File: config.mk
export PLATFORM = sky130hd
export DESIGN_NAME = spi_commanded_pulse_train_supervisor
export DESIGN_NICKNAME = d
export VERILOG_FILES = /design/src/rtl/core/scpts_pkg.sv /design/src/rtl/core/spi_commanded_pulse_train_supervisor.sv
export VERILOG_INCLUDE_DIRS = /design/src /design/src/rtl/core
export SDC_FILE = /design/constraint.sdc
export NUM_CORES = 1
export LEC_CHECK = 0
export BUFFER_PORTS_ARGS = -buffer_cell sky130_fd_sc_hd__buf_2
export CAP_MARGIN = 20
export CORE_AREA = 8 8 172 174
export DETAILED_ROUTE_END_ITERATION = 16
export DIE_AREA = 0 0 180 182
export GPL_TIMING_DRIVEN = 0
export PLACE_DENSITY = 0.87
export SLEW_MARGIN = 10
export SYNTH_ARGS = -nofsm -noshare
export SYNTH_HDL_FRONTEND = slang
export SYNTH_SLANG_ARGS = --single-unit
export TNS_END_PERCENT = 5
File: constraint.sdc
create_clock -name clk -period 6.6 [get_ports clk]
set_input_delay 1.32 -clock clk [delete_from_list [all_inputs] [get_ports clk]]
set_output_delay 1.32 -clock clk [all_outputs]
set_load 0.005 [all_outputs]
File: src/rtl/core/assert_macros.svh
// Assertion helpers shared by the RTL.
`ifndef ASSERT_MACROS_SVH
`define ASSERT_MACROS_SVH
`ifndef SYNTHESIS
// Implication checked at every rising clock edge outside reset.
`define ASSERT_IMPLIES(label, clk, rst_n, ante, cons) \
	label: assert property (@(posedge clk) disable iff (!(rst_n)) (ante) |-> (cons)) \
	else $error("assertion failed");
// Condition that must never hold outside reset.
`define ASSERT_NEVER(label, clk, rst_n, expr) \
	label: assert property (@(posedge clk) disable iff (!(rst_n)) !(expr)) \
	else $error("forbidden condition seen");
`else
`define ASSERT_IMPLIES(label, clk, rst_n, ante, cons)
`define ASSERT_NEVER(label, clk, rst_n, expr)
`endif
`endif

File: src/rtl/core/scpts_pkg.sv
`timescale 1ns / 1ps
package scpts_pkg;

	// Frame geometry
	localparam int FRAME_BYTES = 7;
	localparam int IDX_W = $clog2(FRAME_BYTES);
	localparam logic [IDX_W-1:0] LAST_IDX = IDX_W'(FRAME_BYTES - 1);

	// Item kinds
	typedef enum logic [2:0] {
		KIND_TICK    = 3'd0,
		KIND_RX_BYTE = 3'd1,
		KIND_SELECT  = 3'd2,
		KIND_RELEASE = 3'd3,
		KIND_MONITOR = 3'd4
	} kind_t;

	// Configuration register indexes
	typedef enum logic [1:0] {
		CFG_MIN_VOLTAGE = 2'd0,
		CFG_HOLD_LIMIT  = 2'd1,
		CFG_MAGIC_FIRST = 2'd2,
		CFG_MAGIC_LAST  = 2'd3
	} cfg_idx_t;

	// Status frame byte positions
	localparam logic [IDX_W-1:0] ST_MAGIC_FIRST = IDX_W'(0);
	localparam logic [IDX_W-1:0] ST_VOLT_LO     = IDX_W'(1);
	localparam logic [IDX_W-1:0] ST_VOLT_HI     = IDX_W'(2);
	localparam logic [IDX_W-1:0] ST_REM_LO      = IDX_W'(3);
	localparam logic [IDX_W-1:0] ST_REM_HI      = IDX_W'(4);
	localparam logic [IDX_W-1:0] ST_SHUTDOWN    = IDX_W'(5);

	// Command bits
	localparam int CMD_START_BIT  = 0;
	localparam int CMD_STOP_BIT   = 1;
	localparam int CMD_REPEAT_BIT = 2;

	// Reset values
	localparam logic [15:0] MIN_VOLTAGE_RST = 16'd6000;
	localparam logic [15:0] HOLD_LIMIT_RST  = 16'd2000;
	localparam logic [7:0]  MAGIC_FIRST_RST = 8'h31;
	localparam logic [7:0]  MAGIC_LAST_RST  = 8'h41;
	localparam logic [15:0] PERIOD_RST      = 16'd1000;
	localparam logic [15:0] HIGH_RST        = 16'd500;
	localparam logic [15:0] RELOAD_RST      = 16'd10;

	// ADC code to millivolts: code * 2143 >> 8 (about 8.37 mV per LSB)
	localparam logic [11:0] ADC_SCALE = 12'd2143;
	localparam int ADC_SHIFT = 8;

endpackage

File: src/rtl/core/spi_commanded_pulse_train_supervisor.sv
`timescale 1ns / 1ps
// SPI-commanded pulse train supervisor. Each item (timer tick, SPI byte,
// select edge or monitor sample) is captured in an input register and
// processed once no stalled result holds the result register, which
// updates the state and loads the result register; one item is accepted
// every clock as long as results are taken, because the whole update is
// one pass of counter, compare and mux logic. A 7-byte command frame
// (command, period, on-time, count, little endian) is interpreted on select
// release while the status frame (magic, voltage, remaining pulses, shutdown
// flag, magic) is loaded byte by byte on tx_byte. Configuration writes are
// always ready and are meant for idle periods.
`include "assert_macros.svh"

module spi_commanded_pulse_train_supervisor (
	input  logic        clk,
	input  logic        arst_n,
	// Input channel
	input  logic        in_valid,
	output logic        in_stall,
	input  logic [2:0]  kind,
	input  logic [7:0]  rx_byte,
	input  logic [9:0]  adc_code,
	input  logic        master_on,
	// Result channel
	output logic        out_valid,
	input  logic        out_stall,
	output logic        pulse_level,
	output logic [7:0]  tx_byte,
	output logic        tx_load,
	output logic [15:0] pulses_left,
	output logic        train_running,
	output logic        shutdown_flag,
	// Configuration channel
	input  logic        cfg_valid,
	output logic        cfg_ready,
	input  logic [1:0]  cfg_index,
	input  logic [15:0] cfg_data
);

	localparam int IDX_W = scpts_pkg::IDX_W;
	localparam int NB = scpts_pkg::FRAME_BYTES;

	// Configuration registers
	logic [15:0] min_voltage_q, hold_limit_q;
	logic [7:0]  magic_first_q, magic_last_q;

	// Input stage
	logic        valid_s1;
	logic [2:0]  kind_s1;
	logic [7:0]  rx_s1;
	logic [9:0]  adc_s1;
	logic        master_s1;

	// State
	logic [15:0] phase_q, remaining_q, period_q, high_q, reload_q;
	logic        running_q, repeat_q, selected_q, shutdown_q;
	logic [7:0]  frame_q [NB];
	logic [IDX_W-1:0] byte_index_q;
	logic [15:0] voltage_q, off_count_q;
	logic [7:0]  tx_hold_q;
	logic        out_valid_q, pulse_q, load_q;

	// Next state
	logic [15:0] phase_d, remaining_d, period_d, high_d, reload_d;
	logic        running_d, repeat_d, selected_d, shutdown_d;
	logic [7:0]  frame_d [NB];
	logic [IDX_W-1:0] byte_index_d, wr_idx, nxt_idx;
	logic [15:0] voltage_d, off_count_d;
	logic [7:0]  tx_hold_d, cmd, status_sel;
	logic        load_d, pulse_d;
	logic [15:0] rem_dec, high_m1;
	logic [21:0] mv_prod;
	logic [15:0] mv;

	logic accept_in, advance;

	// Handshake
	assign advance   = valid_s1 && !(out_valid_q && out_stall);
	assign in_stall  = valid_s1 && out_valid_q && out_stall;
	assign accept_in = in_valid && !in_stall;
	assign cfg_ready = 1'b1;

	// Configuration writes
	always_ff @(posedge clk or negedge arst_n) begin
		if (!arst_n) begin
			min_voltage_q <= scpts_pkg::MIN_VOLTAGE_RST;
			hold_limit_q  <= scpts_pkg::HOLD_LIMIT_RST;
			magic_first_q <= scpts_pkg::MAGIC_FIRST_RST;
			magic_last_q  <= scpts_pkg::MAGIC_LAST_RST;
		end else if (cfg_valid && cfg_ready) begin
			case (cfg_index)
				scpts_pkg::CFG_MIN_VOLTAGE: min_voltage_q <= cfg_data;
				scpts_pkg::CFG_HOLD_LIMIT:  hold_limit_q <= cfg_data;
				scpts_pkg::CFG_MAGIC_FIRST: magic_first_q <= cfg_data[7:0];
				scpts_pkg::CFG_MAGIC_LAST:  magic_last_q <= cfg_data[7:0];
				default: ;
			endcase
		end
	end

	// Input register
	always_ff @(posedge clk or negedge arst_n) begin
		if (!arst_n) begin
			valid_s1 <= 1'b0;
		end else if (accept_in) begin
			valid_s1 <= 1'b1;
		end else if (advance) begin
			valid_s1 <= 1'b0;
		end
	end

	always_ff @(posedge clk) begin
		if (accept_in) begin
			kind_s1   <= kind;
			rx_s1     <= rx_byte;
			adc_s1    <= adc_code;
			master_s1 <= master_on;
		end
	end

	// Millivolt conversion and helpers
	assign mv_prod = 22'(adc_s1) * 22'(scpts_pkg::ADC_SCALE);
	assign mv      = 16'(mv_prod >> scpts_pkg::ADC_SHIFT);
	assign rem_dec = remaining_q - 16'd1;
	assign cmd     = frame_q[0];
	assign wr_idx  = (byte_index_q > scpts_pkg::LAST_IDX) ? scpts_pkg::LAST_IDX : byte_index_q;
	assign nxt_idx = wr_idx + IDX_W'(1);

	// Status byte for the next slot
	always_comb begin
		case (nxt_idx)
			scpts_pkg::ST_MAGIC_FIRST: status_sel = magic_first_q;
			scpts_pkg::ST_VOLT_LO:     status_sel = voltage_q[7:0];
			scpts_pkg::ST_VOLT_HI:     status_sel = voltage_q[15:8];
			scpts_pkg::ST_REM_LO:      status_sel = remaining_q[7:0];
			scpts_pkg::ST_REM_HI:      status_sel = remaining_q[15:8];
			scpts_pkg::ST_SHUTDOWN:    status_sel = {7'd0, shutdown_q};
			default:                   status_sel = magic_last_q;
		endcase
	end

	// Item processing
	always_comb begin
		phase_d      = phase_q;
		remaining_d  = remaining_q;
		running_d    = running_q;
		period_d     = period_q;
		high_d       = high_q;
		reload_d     = reload_q;
		repeat_d     = repeat_q;
		frame_d      = frame_q;
		byte_index_d = byte_index_q;
		selected_d   = selected_q;
		voltage_d    = voltage_q;
		shutdown_d   = shutdown_q;
		off_count_d  = off_count_q;
		tx_hold_d    = tx_hold_q;
		load_d       = 1'b0;
		case (kind_s1)
			scpts_pkg::KIND_TICK: begin
				if (running_q) begin
					if (phase_q == period_q - 16'd1) begin
						phase_d = '0;
						if (rem_dec == 16'd0) begin
							if (repeat_q) begin
								remaining_d = reload_q;
							end else begin
								remaining_d = rem_dec;
								running_d   = 1'b0;
							end
						end else begin
							remaining_d = rem_dec;
						end
					end else begin
						phase_d = phase_q + 16'd1;
					end
				end
			end
			scpts_pkg::KIND_RX_BYTE: begin
				frame_d[wr_idx] = rx_s1;
				if (wr_idx != scpts_pkg::LAST_IDX) begin
					tx_hold_d    = status_sel;
					load_d       = 1'b1;
					byte_index_d = nxt_idx;
				end else begin
					byte_index_d = wr_idx;
				end
			end
			scpts_pkg::KIND_SELECT: begin
				selected_d = 1'b1;
				tx_hold_d  = magic_first_q;
				load_d     = 1'b1;
			end
			scpts_pkg::KIND_RELEASE: begin
				selected_d   = 1'b0;
				byte_index_d = '0;
				if (cmd != 8'd0) begin
					period_d = {frame_q[2], frame_q[1]};
					high_d   = {frame_q[4], frame_q[3]};
					reload_d = {frame_q[6], frame_q[5]};
				end
				repeat_d = cmd[scpts_pkg::CMD_REPEAT_BIT];
				if (cmd[scpts_pkg::CMD_START_BIT]) begin
					remaining_d = reload_d;
					phase_d     = '0;
					running_d   = 1'b1;
				end
				// stop wins over start
				if (cmd[scpts_pkg::CMD_STOP_BIT]) begin
					running_d = 1'b0;
				end
			end
			scpts_pkg::KIND_MONITOR: begin
				if (!selected_q) begin
					voltage_d = mv;
				end
				if (mv < min_voltage_q || off_count_q > hold_limit_q) begin
					shutdown_d = 1'b1;
				end
				// off count saturates
				if (!master_s1) begin
					if (off_count_q != 16'hFFFF) begin
						off_count_d = off_count_q + 16'd1;
					end
				end else begin
					off_count_d = '0;
				end
			end
			default: ;
		endcase
	end

	// Output level after this item (on-time 0 means always high while running)
	assign high_m1 = high_d - 16'd1;
	assign pulse_d = running_d && (phase_d <= high_m1);

	// State and result registers
	always_ff @(posedge clk or negedge arst_n) begin
		if (!arst_n) begin
			phase_q      <= '0;
			remaining_q  <= '0;
			running_q    <= 1'b0;
			period_q     <= scpts_pkg::PERIOD_RST;
			high_q       <= scpts_pkg::HIGH_RST;
			reload_q     <= scpts_pkg::RELOAD_RST;
			repeat_q     <= 1'b0;
			frame_q      <= '{default: '0};
			byte_index_q <= '0;
			selected_q   <= 1'b0;
			voltage_q    <= '0;
			shutdown_q   <= 1'b0;
			off_count_q  <= '0;
			tx_hold_q    <= '0;
			pulse_q      <= 1'b0;
			load_q       <= 1'b0;
			out_valid_q  <= 1'b0;
		end else begin
			if (advance) begin
				phase_q      <= phase_d;
				remaining_q  <= remaining_d;
				running_q    <= running_d;
				period_q     <= period_d;
				high_q       <= high_d;
				reload_q     <= reload_d;
				repeat_q     <= repeat_d;
				frame_q      <= frame_d;
				byte_index_q <= byte_index_d;
				selected_q   <= selected_d;
				voltage_q    <= voltage_d;
				shutdown_q   <= shutdown_d;
				off_count_q  <= off_count_d;
				tx_hold_q    <= tx_hold_d;
				pulse_q      <= pulse_d;
				load_q       <= load_d;
				out_valid_q  <= 1'b1;
			end else if (!out_stall) begin
				out_valid_q  <= 1'b0;
			end
		end
	end

	// Result ports
	assign out_valid     = out_valid_q;
	assign pulse_level   = pulse_q;
	assign tx_byte       = tx_hold_q;
	assign tx_load       = load_q;
	assign pulses_left   = remaining_q;
	assign train_running = running_q;
	assign shutdown_flag = shutdown_q;

	// Checks
	`ASSERT_NEVER(a_idx_range, clk, arst_n, byte_index_q > scpts_pkg::LAST_IDX)
	`ASSERT_NEVER(a_pulse_needs_run, clk, arst_n, out_valid && pulse_level && !train_running)
	`ASSERT_NEVER(a_shutdown_sticky, clk, arst_n, $fell(shutdown_q))
	`ASSERT_IMPLIES(a_stall_full, clk, arst_n, in_stall, valid_s1 && out_valid_q)

endmodule
==> out/metrics.yaml <==
outcome: "finished clean"
io_buffers: 74
die_w_um: 180
io-pin-count: 76
hold_viol_final: 0
clock_sinks: 255
synth-compound-area-share_pct: 12.08
placed_area_um2: 16640
syn_nets: 1713
p_leak_uw: 0.008341
async_flop_share_pct: 91.37
grt_pass1_wl_um: 65920
hp-start: "tx_load"
synthXorXnorAreaFrac_pct: 4.510
gp_congestion: 0.9277
slew_violations: 0
synth_top_area_cell: "dfrtp_1"
clk_latency_ns: 0.55
r2r-start: "adc_s1[1]"
grt_max_degree: 84
vias: 12550
drtIter0Drc: 1250
yosysMostFrequentCell: "dfrtp_1"
synthSimpleGateAreaFrac_pct: 13.37
synthTopCellsByCount: "201 x dfrtp_1, 150 x mux2_2, 127 x nand2_1"
seqCellArea_um2: 6531
hold_path.class: "reg2reg"
grt_pass1_vias: 12550
ys_warn_count: 0
yosys.cell_types.count: 82
start_util_pct: 59.13
irDropWorstVdd_mv: 0.2725
fin_crit_ns: 6.372
cts_buffers: 27
cts_tree: "yes"
ys_seq_elements: 255
synth_top_area_share_pct: 31.92
drive_above_1_share_pct: 21.47
fillers: 1898
synth_edf_count: 22
antenna_found_initial: 2
yosysSeqAreaShare_pct: 41.45
avgSynthCellArea_um2: 10.34
period_share_pct: 96.55
fin_skew_ns: 0.02386
power_density_nw_per_um2: 425.4
setup_slack_ns: 0.2280
cts-root-buf: "clkbuf_16"
routedWlPerCell_um: 20.54
clockBufferDepth: 3
clk_pin_slew_ns: 0.06
die-area_um2: 32760
drc: 0
worstSetupPathType: "reg2reg"
cts_max_level: 1
die_h_um: 182
crit_start: "adc_s1[1]"
relSlewSlack_pct: 24.83
row_count: 60
wl_um: 41170
synth_fa_ha_area_share_pct: 12.53
antenna_cells: 0
nets: 1832
fmax_mhz: 156.9
syn_to_final_growth_pct: 12.05
syn_inst: 1524
synth_flop_cell: "dfrtp_1"
fin_area_um2: 17660
fp.coreArea_um2: 26650
startpoint_type: "register"
cp-end-kind: "register"
worstPathMaxFanout: 3
crit_arrival_ns: 6.85
gr-total-overflow: 0
dr.pass1.iters: 6
via_per_inst: 6.262
dpl.hpwl_um: 30210
max_cap_viol_count: 0
grt_util_all_layers_pct: 24.51
synth_top_family_by_area: "simple AND/OR/NAND/NOR gates"
cp.required_ns: 7.08
place_ws_ns: 0.1256
netlist_area_um2: 15760
synthMuxAreaShare_pct: 12.08
setup_viol: 0
tightest_slew_ns: 1.128
postRouteAntennaNets: 0
multiInputGateArea_um2: 8626
synth.area.top_cells: "dfrtp_1 32%, mux2_2 11%, ha_1 9.6%"
==> cells by family after synthesis <==
family / Yosys count
buf+inv: 158
simple gates: 419
other cells: 1
mux: 171
xor+xnor: 78
compound gates: 298
fa+ha+maj: 144
flops: 255
==> cell usage in the layout, fill, tap and decap left out, types with 12 or more instances in the layout <==
cell	count
a21oi_1	67
ha_1	121
nor4_1	12
nand3_1	30
clkbuf_16	30
buf_2	79
edfxtp_1	22
o21ai_0	94
dfrtp_1	201
nand4_1	20
nor2_1	97
mux2_2	150
xor2_1	25
nand2b_1	13
nand2_1	127
a21o_1	20
inv_1	96
clkbuf_1	53
and2_1	15
mux2i_1	20
a222oi_1	12
nor3_1	35
fa_1	22
dfstp_2	32
buf_4	14
xnor2_1	50
==> flip-flops by register name, summed over array words and instances, names as in the netlist, 3 cells and up <==
register and count:
adc_s1 10, byte_index_q 3, cmd 8, frame_q 48, high_q 16, hold_limit_q 16
kind_s1 3, magic_first_q 8, magic_last_q 8, min_voltage_q 16, off_count_q 16, period_q 16
phase_q 16, pulses_left 16, reload_q 16, rx_s1 8, tx_byte 8, voltage_q 14
==> path summary, 6_finish.rpt <==
kind / end / slack [ns] / cells after the start
worst max-delay path: shutdown_flag / 0.23 / 22
worst min register to register: tx_load / 0.47 / 2
worst min-delay path: tx_load / 0.47 / 2
min in group asynchronous: off_count_q[10] / 0.72 / 1
max in group asynchronous: reload_q[1] / 4.64 / 3
worst max register to register: shutdown_flag / 0.23 / 22
==> per-stage QoR <==
step / utilization, % / std cells / hold slack [ns] / setup TNS [ns] / total power (uW)
2_1_floorplan: - / 1524 / 0.4460 / 0 / 4821
3_3_place_gp: 62.12 / 1939 / 0.4591 / 0 / 5574
3_5_place_dp: 62.42 / 1942 / 0.4647 / 0 / 5817
4_1_cts: 65.81 / 1991 / 0.4791 / 0 / 7402
5_1_grt: 66.26 / 2004 / 0.5011 / -0.001191 / 7988
6_report: 66.26 / 2004 / 0.4731 / 0 / 7513
==> power by group <==
group          switching [uW]  internal [uW]  total, uW
clock network             637            909       1550
logic                    2000           1560       3560
registers                 426           1990       2410
total                    3060           4450       7510
==> worst max-delay path: stages, from the launching register on <==
cell and delay [ns]:
edfxtp_1 0.47, fa_1 0.50, fa_1 0.45, ha_1 0.31, fa_1 0.58, fa_1 0.43, ha_1 0.35, and4_1 0.22
a41oi_1 0.34, o211ai_1 0.21, a21oi_2 0.26, o31ai_2 0.12, o31ai_1 0.24, xnor2_1 0.19, ha_1 0.22, a21o_1 0.17
a21o_1 0.17, a21o_1 0.17, a21o_1 0.18, a221o_1 0.29, a21oi_1 0.14, o31a_1 0.19, a211o_1 0.10
==> layer usage <==
| metal | part of all wire (%) | GRT usage, % | up-vias |
|---|---|---|---|
| met2 | 49 | 41.53 | 591 |
| li1 | - | - | 5685 |
| met4 | 3.9 | 10.17 | 2 |
| met1 | 40 | 30.89 | 6142 |
| met5 | 0.032 | 0 | - |
| met3 | 7.5 | 3.932 | 130 |
==> layout make-up <==
cell class / instances / share of cell area (%)
Multi-Input combinational cell: 1111 / 48.85
Sequential cell: 255 / 36.99
Clock buffer: 42 / 4.733
Timing Repair Buffer: 90 / 3.104
Tap cell: 341 / 2.416
Inverter: 96 / 2.041
Buffer: 62 / 1.495
Clock inverter: 7 / 0.3755
==> what timing repair did <==
item                       CTS  global route
buffers inserted             0            12
setup endpoints to repair    0             1
hold buffers                 0             0
gates resized for setup      0             5
hold endpoints to repair     0             0
(Power assumes the default switching activity.)
